<file path="src/hdl/mtp_pkg.sv">
package mtp_pkg;

  localparam int HANDLE_W   = 4;
  localparam int PERIOD_W   = 31;
  localparam int MAX_SLOTS  = 16;
  localparam int IN_DATA_W  = 40;
  localparam int IN_USER_W  = 3;
  localparam int OUT_DATA_W = 8;
  localparam int OUT_USER_W = 2;

  typedef enum logic [2:0] {
    ACT_TICK   = 3'd0,
    ACT_CREATE = 3'd1,
    ACT_START  = 3'd2,
    ACT_STOP   = 3'd3,
    ACT_REMOVE = 3'd4,
    ACT_QUERY  = 3'd5
  } action_e;

  typedef enum logic [1:0] {
    ST_DONE     = 2'd0,
    ST_FIRED    = 2'd1,
    ST_FULL     = 2'd2,
    ST_NO_TIMER = 2'd3
  } status_e;

  typedef enum logic [2:0] {
    S_IDLE,
    S_CMD,
    S_SCAN,
    S_EVAL,
    S_FLUSH
  } state_e;

  // datapath -> controller
  typedef struct packed {
    logic in_tick;      // offered item is a tick
    logic in_cmd;       // offered item is create/start/stop/remove/query
    logic out_free;     // output register can take a result this cycle
    logic slot_armed;   // scanned slot is used and running
    logic slot_latched; // scanned slot has a reference time
    logic fire;         // scanned slot has expired
    logic scan_last;    // scan index at the final slot
    logic pend_valid;   // a fire result is held back
  } mtp_stat_t;

  // controller -> datapath
  typedef struct packed {
    logic in_ready;   // input side may transfer
    logic load;       // capture offered item
    logic exec;       // run the captured command and emit its result
    logic latch;      // record now as reference time of scanned slot
    logic commit;     // scanned slot fires
    logic advance;    // step the scan index
    logic flush_emit; // emit held fire result as the final one
  } mtp_cmd_t;

endpackage

</file>
<file path="src/hdl/mtp_ctrl.sv">
module mtp_ctrl (
  input  logic              clk_i,
  input  logic              rst_ni,
  input  logic              in_valid_i,
  input  mtp_pkg::mtp_stat_t stat_i,
  output mtp_pkg::mtp_cmd_t  cmd_o
);
  import mtp_pkg::*;

  state_e state_q, state_d;

  always_ff @(posedge clk_i or negedge rst_ni) begin
    if (!rst_ni) begin
      state_q <= S_IDLE;
    end else begin
      state_q <= state_d;
    end
  end

  always_comb begin
    state_d = state_q;
    cmd_o   = '0;
    unique case (state_q)
      S_IDLE: begin
        cmd_o.in_ready = 1'b1;
        if (in_valid_i) begin
          cmd_o.load = 1'b1;
          if (stat_i.in_tick) begin
            state_d = S_SCAN;
          end else if (stat_i.in_cmd) begin
            state_d = S_CMD;
          end
        end
      end
      S_CMD: begin
        if (stat_i.out_free) begin
          cmd_o.exec = 1'b1;
          state_d    = S_IDLE;
        end
      end
      S_SCAN: begin
        if (!stat_i.slot_armed) begin
          cmd_o.advance = 1'b1;
          state_d       = stat_i.scan_last ? S_FLUSH : S_SCAN;
        end else if (!stat_i.slot_latched) begin
          cmd_o.latch   = 1'b1;
          cmd_o.advance = 1'b1;
          state_d       = stat_i.scan_last ? S_FLUSH : S_SCAN;
        end else begin
          state_d = S_EVAL;
        end
      end
      S_EVAL: begin
        if (!stat_i.fire) begin
          cmd_o.advance = 1'b1;
          state_d       = stat_i.scan_last ? S_FLUSH : S_SCAN;
        end else if (!stat_i.pend_valid || stat_i.out_free) begin
          cmd_o.commit  = 1'b1;
          cmd_o.advance = 1'b1;
          state_d       = stat_i.scan_last ? S_FLUSH : S_SCAN;
        end
      end
      S_FLUSH: begin
        if (!stat_i.pend_valid) begin
          state_d = S_IDLE;
        end else if (stat_i.out_free) begin
          cmd_o.flush_emit = 1'b1;
          state_d          = S_IDLE;
        end
      end
      default: state_d = S_IDLE;
    endcase
  end

endmodule

</file>
<file path="src/hdl/mtp_datapath.sv">
module mtp_datapath #(
  parameter int NSLOTS    = 16,
  parameter int TIME_BITS = 32
) (
  input  logic                            clk_i,
  input  logic                            rst_ni,
  input  mtp_pkg::mtp_cmd_t               cmd_i,
  output mtp_pkg::mtp_stat_t              stat_o,
  input  logic [mtp_pkg::IN_USER_W-1:0]   action_i,
  input  logic [mtp_pkg::HANDLE_W-1:0]    handle_i,
  input  logic [mtp_pkg::PERIOD_W-1:0]    period_i,
  input  logic                            one_shot_i,
  input  logic                            run_now_i,
  input  logic                            out_ready_i,
  output logic                            out_valid_o,
  output logic [mtp_pkg::OUT_USER_W-1:0]  status_o,
  output logic [mtp_pkg::HANDLE_W-1:0]    slot_o,
  output logic                            active_o,
  output logic                            is_one_shot_o,
  output logic                            last_o
);
  import mtp_pkg::*;

  localparam int SLOT_W = (NSLOTS > 1) ? $clog2(NSLOTS) : 1;
  localparam int CMP_W  = (TIME_BITS > PERIOD_W) ? TIME_BITS : PERIOD_W;

  // captured item
  logic [IN_USER_W-1:0] act_q;
  logic [HANDLE_W-1:0]  handle_q;
  logic [PERIOD_W-1:0]  period_q;
  logic                 one_shot_q, run_now_q;

  // per-slot flags
  logic [NSLOTS-1:0] used_q, run_q, single_q, latch_q;

  logic [TIME_BITS-1:0] now_q;
  logic [SLOT_W-1:0]    idx_q;

  // timer memories
  logic [PERIOD_W-1:0]  period_mem [NSLOTS];
  logic [TIME_BITS-1:0] fire_mem   [NSLOTS];
  logic [PERIOD_W-1:0]  rd_period_q;
  logic [TIME_BITS-1:0] rd_fire_q;

  logic              pend_valid_q;
  logic [SLOT_W-1:0] pend_slot_q;

  logic                  out_valid_q;
  logic [OUT_USER_W-1:0] out_status_q;
  logic [HANDLE_W-1:0]   out_slot_q;
  logic                  out_active_q, out_single_q, out_last_q;

  logic                 load_tick;
  logic                 out_free;
  logic                 free_found;
  logic [SLOT_W-1:0]    free_idx;
  logic [SLOT_W-1:0]    h_idx;
  logic                 h_ok;
  logic [TIME_BITS-1:0] elapsed;
  logic                 fire;
  logic                 scan_last;
  logic                 period_we;
  logic                 fire_we;
  logic                 out_load;
  logic [OUT_USER_W-1:0] res_status;
  logic [HANDLE_W-1:0]   res_slot;
  logic                  res_active, res_single, res_last;

  assign load_tick = cmd_i.load && (action_i == ACT_TICK);
  assign out_free  = !out_valid_q || out_ready_i;
  assign h_idx     = handle_q[SLOT_W-1:0];
  assign h_ok      = ({1'b0, handle_q} < (HANDLE_W+1)'(NSLOTS)) && used_q[h_idx];
  assign scan_last = (idx_q == SLOT_W'(NSLOTS - 1));
  assign elapsed   = now_q - rd_fire_q;
  assign fire      = CMP_W'(elapsed) > CMP_W'(rd_period_q);

  // lowest free slot
  always_comb begin
    free_found = 1'b0;
    free_idx   = '0;
    for (int k = NSLOTS - 1; k >= 0; k--) begin
      if (!used_q[k]) begin
        free_found = 1'b1;
        free_idx   = SLOT_W'(k);
      end
    end
  end

  always_comb begin
    stat_o              = '0;
    stat_o.in_tick      = (action_i == ACT_TICK);
    stat_o.in_cmd       = (action_i != ACT_TICK) && (action_i <= ACT_QUERY);
    stat_o.out_free     = out_free;
    stat_o.slot_armed   = used_q[idx_q] && run_q[idx_q];
    stat_o.slot_latched = latch_q[idx_q];
    stat_o.fire         = fire;
    stat_o.scan_last    = scan_last;
    stat_o.pend_valid   = pend_valid_q;
  end

  always_ff @(posedge clk_i) begin
    if (cmd_i.load) begin
      act_q      <= action_i;
      handle_q   <= handle_i;
      period_q   <= period_i;
      one_shot_q <= one_shot_i;
      run_now_q  <= run_now_i;
    end
  end

  always_ff @(posedge clk_i or negedge rst_ni) begin
    if (!rst_ni) begin
      now_q        <= '0;
      idx_q        <= '0;
      pend_valid_q <= 1'b0;
    end else begin
      if (load_tick) begin
        now_q        <= now_q + 1'b1;
        idx_q        <= '0;
        pend_valid_q <= 1'b0;
      end else if (cmd_i.advance && !scan_last) begin
        idx_q <= idx_q + 1'b1;
      end
      if (cmd_i.commit) begin
        pend_valid_q <= 1'b1;
      end else if (cmd_i.flush_emit) begin
        pend_valid_q <= 1'b0;
      end
    end
  end

  always_ff @(posedge clk_i) begin
    if (cmd_i.commit) begin
      pend_slot_q <= idx_q;
    end
  end

  // flag table
  always_ff @(posedge clk_i or negedge rst_ni) begin
    if (!rst_ni) begin
      used_q   <= '0;
      run_q    <= '0;
      single_q <= '0;
      latch_q  <= '0;
    end else if (cmd_i.exec) begin
      case (act_q)
        ACT_CREATE: begin
          if (free_found) begin
            used_q[free_idx]   <= 1'b1;
            run_q[free_idx]    <= run_now_q;
            single_q[free_idx] <= one_shot_q;
            latch_q[free_idx]  <= 1'b0;
          end
        end
        ACT_START:  if (h_ok) run_q[h_idx] <= 1'b1;
        ACT_STOP:   if (h_ok) run_q[h_idx] <= 1'b0;
        ACT_REMOVE: begin
          if (h_ok) begin
            used_q[h_idx]   <= 1'b0;
            run_q[h_idx]    <= 1'b0;
            single_q[h_idx] <= 1'b0;
            latch_q[h_idx]  <= 1'b0;
          end
        end
        default: ;
      endcase
    end else if (cmd_i.latch) begin
      latch_q[idx_q] <= 1'b1;
    end else if (cmd_i.commit && single_q[idx_q]) begin
      used_q[idx_q]   <= 1'b0;
      run_q[idx_q]    <= 1'b0;
      single_q[idx_q] <= 1'b0;
      latch_q[idx_q]  <= 1'b0;
    end
  end

  assign period_we = cmd_i.exec && (act_q == ACT_CREATE) && free_found;
  assign fire_we   = cmd_i.latch || cmd_i.commit;

  always_ff @(posedge clk_i) begin
    if (period_we) begin
      period_mem[free_idx] <= period_q;
    end
    rd_period_q <= period_mem[idx_q];
  end

  always_ff @(posedge clk_i) begin
    if (fire_we) begin
      fire_mem[idx_q] <= now_q;
    end
    rd_fire_q <= fire_mem[idx_q];
  end

  // result selection
  assign out_load = cmd_i.exec || (cmd_i.commit && pend_valid_q) || cmd_i.flush_emit;

  always_comb begin
    res_status = ST_DONE;
    res_slot   = handle_q;
    res_active = 1'b0;
    res_single = 1'b0;
    res_last   = 1'b1;
    if (cmd_i.exec) begin
      if (act_q == ACT_CREATE) begin
        res_status = free_found ? ST_DONE : ST_FULL;
        res_slot   = free_found ? HANDLE_W'(free_idx) : '0;
      end else if (!h_ok) begin
        res_status = ST_NO_TIMER;
      end else if (act_q == ACT_QUERY) begin
        res_active = run_q[h_idx];
        res_single = single_q[h_idx];
      end
    end else begin
      res_status = ST_FIRED;
      res_slot   = HANDLE_W'(pend_slot_q);
      res_last   = cmd_i.flush_emit;
    end
  end

  always_ff @(posedge clk_i or negedge rst_ni) begin
    if (!rst_ni) begin
      out_valid_q <= 1'b0;
    end else if (out_load) begin
      out_valid_q <= 1'b1;
    end else if (out_ready_i) begin
      out_valid_q <= 1'b0;
    end
  end

  always_ff @(posedge clk_i) begin
    if (out_load) begin
      out_status_q <= res_status;
      out_slot_q   <= res_slot;
      out_active_q <= res_active;
      out_single_q <= res_single;
      out_last_q   <= res_last;
    end
  end

  assign out_valid_o   = out_valid_q;
  assign status_o      = out_status_q;
  assign slot_o        = out_slot_q;
  assign active_o      = out_active_q;
  assign is_one_shot_o = out_single_q;
  assign last_o        = out_last_q;

endmodule

</file>
<file path="src/hdl/multi_timer_pool_top.sv">
// Timer pool: up to 16 timer slots (the lower of TIMERS and 16) driven by a
// stream of commands. A tick advances a TIME_BITS-wide tick counter, then
// visits each slot in order: a running slot without a reference time takes
// the current time, and a running slot whose elapsed time exceeds its period
// fires (one fired result per slot, tlast on the final one; a tick with no
// fire gives no result). Periodic slots re-arm, single-shot slots are freed.
// Create takes the lowest free slot; start, stop, remove and query address
// a slot by handle. Action codes six and seven are dropped silently.
// Create/start/stop/remove/query are accepted, then executed.
// A tick is accepted, then scanned at one slot per cycle plus one evaluate
// step per running slot already holding a reference time (the period and
// reference memory has a registered read port), then flushed; a full output
// register stretches this. The input side is ready only between items, while
// a finished result may still wait at the output.
module multi_timer_pool_top #(
  parameter int TIMERS    = 16,
  parameter int TIME_BITS = 32
) (
  input  logic                             clk_i,
  input  logic                             rst_ni,
  // input transfer
  input  logic                             s_axis_tvalid,
  output logic                             s_axis_tready,
  // [3:0] handle, [34:4] period_ms, [35] one_shot, [36] run_now, [39:37] zero
  input  logic [mtp_pkg::IN_DATA_W-1:0]    s_axis_tdata,
  // [2:0] action
  input  logic [mtp_pkg::IN_USER_W-1:0]    s_axis_tuser,
  // result transfer
  output logic                             m_axis_tvalid,
  input  logic                             m_axis_tready,
  // [3:0] slot, [4] active, [5] is_one_shot, [7:6] zero
  output logic [mtp_pkg::OUT_DATA_W-1:0]   m_axis_tdata,
  // [1:0] status
  output logic [mtp_pkg::OUT_USER_W-1:0]   m_axis_tuser,
  output logic                             m_axis_tlast
);
  import mtp_pkg::*;

  // handles are 4 bits wide, so slots above 16 are never reachable
  localparam int NSLOTS = (TIMERS < MAX_SLOTS) ? TIMERS : MAX_SLOTS;

  mtp_cmd_t  cmd;
  mtp_stat_t stat;

  logic [HANDLE_W-1:0] slot;
  logic                active;
  logic                is_one_shot;

  mtp_ctrl u_ctrl (
    .clk_i      (clk_i),
    .rst_ni     (rst_ni),
    .in_valid_i (s_axis_tvalid),
    .stat_i     (stat),
    .cmd_o      (cmd)
  );

  mtp_datapath #(
    .NSLOTS    (NSLOTS),
    .TIME_BITS (TIME_BITS)
  ) u_dp (
    .clk_i         (clk_i),
    .rst_ni        (rst_ni),
    .cmd_i         (cmd),
    .stat_o        (stat),
    .action_i      (s_axis_tuser),
    .handle_i      (s_axis_tdata[3:0]),
    .period_i      (s_axis_tdata[34:4]),
    .one_shot_i    (s_axis_tdata[35]),
    .run_now_i     (s_axis_tdata[36]),
    .out_ready_i   (m_axis_tready),
    .out_valid_o   (m_axis_tvalid),
    .status_o      (m_axis_tuser),
    .slot_o        (slot),
    .active_o      (active),
    .is_one_shot_o (is_one_shot),
    .last_o        (m_axis_tlast)
  );

  assign s_axis_tready = cmd.in_ready;
  assign m_axis_tdata  = {2'b00, is_one_shot, active, slot};

endmodule

</file>
<file path="config.mk">
export PLATFORM = sky130hd
export DESIGN_NAME = multi_timer_pool_top
export DESIGN_NICKNAME = d
export VERILOG_FILES = /design/src/hdl/mtp_pkg.sv /design/src/hdl/mtp_ctrl.sv /design/src/hdl/mtp_datapath.sv /design/src/hdl/multi_timer_pool_top.sv
export SDC_FILE = /design/constraint.sdc
export NUM_CORES = 2
export LEC_CHECK = 0
export BUFFER_PORTS_ARGS = -buffer_cell sky130_fd_sc_hd__buf_2
export CORE_MARGIN = 5
export CORE_UTILIZATION = 30
export DETAILED_ROUTE_END_ITERATION = 8
export GPL_TIMING_DRIVEN = 0
export HOLD_SLACK_MARGIN = 0.06
export SKIP_LAST_GASP = 1
export SYNTH_ARGS = -nofsm -noshare
export SYNTH_HDL_FRONTEND = slang
export SYNTH_SLANG_ARGS = --single-unit
</file>
<file path="constraint.sdc">
create_clock -name clk_i -period 8.7 [get_ports clk_i]
set_input_delay 1.305 -clock clk_i [delete_from_list [all_inputs] [get_ports clk_i]]
set_output_delay 1.305 -clock clk_i [all_outputs]
set_load 0.1 [all_outputs]
</file>
==> metrics.cfg <==
[timing]
setup_violations = 0
period_share = 0.884
finalClockSkew_ns = 0.0382
maxSlewHeadroom = 0.0369
hold_viol = 0
setup_slack_ns = 1.01
fmax_mhz = 130
period_needed_ns = 7.69
final_max_slew_viol_count = 0
worst_pin_slew_ns = 1.43
tns_ns = 0
rsz0062_at_grt = false

[setup_path]
reg2reg_depth = 24
critPathSlowestCell = nor2b_4
worst-path-max-fanout = 19
worst_ep_arrival_time_ns = 8.10
critPathMaxStageDelay_ns = 0.77
critPathLaunchType = flip-flop
worst-path-buf-inv = 4
path_cells = inv_1 -> ha_1 -> inv_1 -> fa_1 -> a211oi_1 -> o21ai_0 -> nand3_1 -> a21boi_0 -> o21a_1 -> nor2_1 -> o21ai_0 -> xor2_1 -> ha_1 -> nand3_1 -> nor4_1 -> o21ai_0 -> a21oi_1 -> o21ai_0 -> a21o_1 -> a211o_1 -> o21ai_2 -> clkbuf_1 -> nor2b_4 -> buf_12
crit_family = compound AO/OA/AOI/OAI gates
path_common_cell = o21ai_0
worstSetupPathType = flip-flop to flip-flop
crit_path_end_kind = flip-flop
crit_required_ns = 9.11
cp_num_cells = 24

[synthesis]
syn_area_per_cell_um2 = 18.3
synth-seq-cells = 1229
async_reset_ff_frac = 0.0854
yosysWarnings = 0
synth-main-ff-cell = edfxtp_1
synthCells = 2754
synthDistinctLibCells = 82
synth_seq_area_share = 0.709
syn-cell-area_um2 = 50400
synth_edf_count = 1061

[drt]
vias = 27600
dr.pass1.iters = 5
routed_via_density = 5.21
drtIter0Drc = 3058
routed_wl_um = 139000
ant_nets = 0
drc = 0
wire_per_inst_um = 26.3

[die]
start_util = 0.302
io_pins = 60
die_x_um = 420
num_rows = 150
die_area_um2 = 176000
coreArea_um2 = 167000
die_h_um = 420

[cts]
postCtsSetupBuffers = 0
cts.clk_slew.worst_paths_ns = 0.07
cts_max_path_buffers = 3
numCtsBuffers = 119
clk_latency_ns = 0.74
cts.sinks = 1229
cts-root-buf = clkbuf_16
cts_resized = 0
cts_tree = yes
cts-hold-fix-buffers = 0
cts_htree_levels = 3

[cells_and_area]
final_common_cell = edfxtp_1
areaGrowthSynthToFinish_pct = 16.1
drive_gt1_frac = 0.226
layout.cells.most_common_list = edfxtp_1, mux4_2, nand2_1
antennaDiodeCount = 0
instances_no_fill = 5286
fin_nets = 3091

[global_route]
grt_pass1_vias = 28000
grtUsageTotal = 0.156
grt_pass1_wl_um = 201000
grt-ovfl-total = 0
antenna_found_initial = 5
grt_max_degree = 80

[place]
place_ws_ns = 1.00
post-dp-hpwl_um = 93900
routabilityCongestion = 0.970
io_buffer_count = 54
dp.cells = 5059

[power_and_ir_drop]
p_leak_nw = 19.1
p_per_area_nw_per_um2 = 313
ir_worst_vdd_v = 0.000168

[flow_run]
maxCapViolCount = 0

[run_status]
outcome = finished clean

[hold_path]
hp-class = input port to async pin

## per-stage QoR
stage                     instance area (um2)  power (mW)  utilization  hold WS (ns)
final                                   58500        18.3        0.350         0.448
after global routing                    58500        19.1        0.350         0.426
after CTS                               58500        18.5        0.350         0.395
after detailed placement                54500        13.2        0.326         0.472
after global placement                  53500        13.2        0.320         0.472
after floorplan                         50400        11.1            -         0.423
## logic make-up (layout without fill, tap and decap cells)
group,after synthesis,count (layout),synth area share
DFF,1229,1229,0.709
and+or+nand+nor,453,453,0.0425
AOI/OAI and AO/OA,365,365,0.0478
muxes,355,355,0.156
buffers and inverters,225,552,0.0178
adders and majority gates,68,68,0.0170
xor gates and xnor gates,58,58,0.0101
other,1,2,0.0000744
## report_power, final
| group | switching, mW | internal (mW) |
|---|---|---|
| Sequential | 0.418 | 6.97 |
| Clock | 2.24 | 3.00 |
| Combinational | 3.43 | 2.29 |
| Total | 6.08 | 12.3 |
## sequential cells by signal, summed over array words and instances (netlist names), 16 cells and up, named ones only
register / flops
u_dp.fire_mem: 512
u_dp.period_mem: 496
u_dp.now_q: 32
u_dp.rd_fire_q: 32
u_dp.period_q: 31
u_dp.rd_period_q: 31
u_dp.run_q: 16
u_dp.single_q: 16
u_dp.used_q: 16
## metal layers
layer / up-vias / part of all wire / global-route usage
met5: - / 0 / 0
met4: 0 / 0.031 / 0.0465
met1: 14600 / 0.43 / 0.219
met2: 1078 / 0.47 / 0.248
li1: 11600 / - / -
met3: 238 / 0.069 / 0.0293
## final cells by class
cell class              instances  area (um2)
flip-flops and latches       1229       35700
inverters                      96         360
fillers                     15500      109000
well taps                    2204        2760
repair buffers                100        1130
clock inverters                57         609
plain buffers                 129         538
multi-input cells            1301       14000
clock buffers                 170        3370
## Yosys cell counts, drive strengths merged (9+ instances only)
library cell / count / area share
a211oi: 20 / 0.0030
a21o: 18 / 0.0027
a21oi: 100 / 0.010
a221oi: 13 / 0.0023
a2bb2oi: 11 / 0.0019
a31oi: 22 / 0.0030
and2: 13 / 0.0016
and3: 14 / 0.0017
buf: 45 / 0.0044
clkbuf: 84 / 0.0063
dfrtp: 105 / 0.052
dfxtp: 63 / 0.025
edfxtp: 1061 / 0.63
ha: 67 / 0.017
inv: 96 / 0.0071
mux2i: 9 / 0.0018
mux4: 344 / 0.15
nand2: 152 / 0.011
nand2b: 17 / 0.0021
nand3: 44 / 0.0044
nand4: 20 / 0.0025
nor2: 104 / 0.0079
nor2b: 36 / 0.0045
nor3: 26 / 0.0026
o21a: 12 / 0.0018
o21ai: 79 / 0.0079
o221ai: 10 / 0.0017
o31ai: 9 / 0.0013
xnor2: 38 / 0.0066
xor2: 20 / 0.0035
## final timing paths
path | to | startpoint | slack (ns)
worst min register to register | flip-flop | flip-flop | 0.49
min in group clk_i | flip-flop | flip-flop | 0.49
max in group asynchronous | u_dp.now_q[8] | rst_ni | 7.43
worst max-delay path | u_dp.fire_mem[13][5] | u_dp.now_q[0] | 1.01
worst max register to register | u_dp.fire_mem[13][5] | u_dp.now_q[0] | 1.01
worst min-delay path | u_dp.run_q[10] | rst_ni | 0.45
## worst register-to-register path, delay by kind of cell (launching register included)
| kind | cells | cell delay (ns) |
|---|---|---|
| simple gates | 5 | 1.59 |
| fa+ha+maj | 3 | 0.70 |
| buf+inv | 4 | 0.87 |
| xor+xnor | 1 | 0.41 |
| flops | 1 | 0.75 |
| compound gates | 11 | 3.05 |
Note: power is estimated with default switching activity, not from simulation.
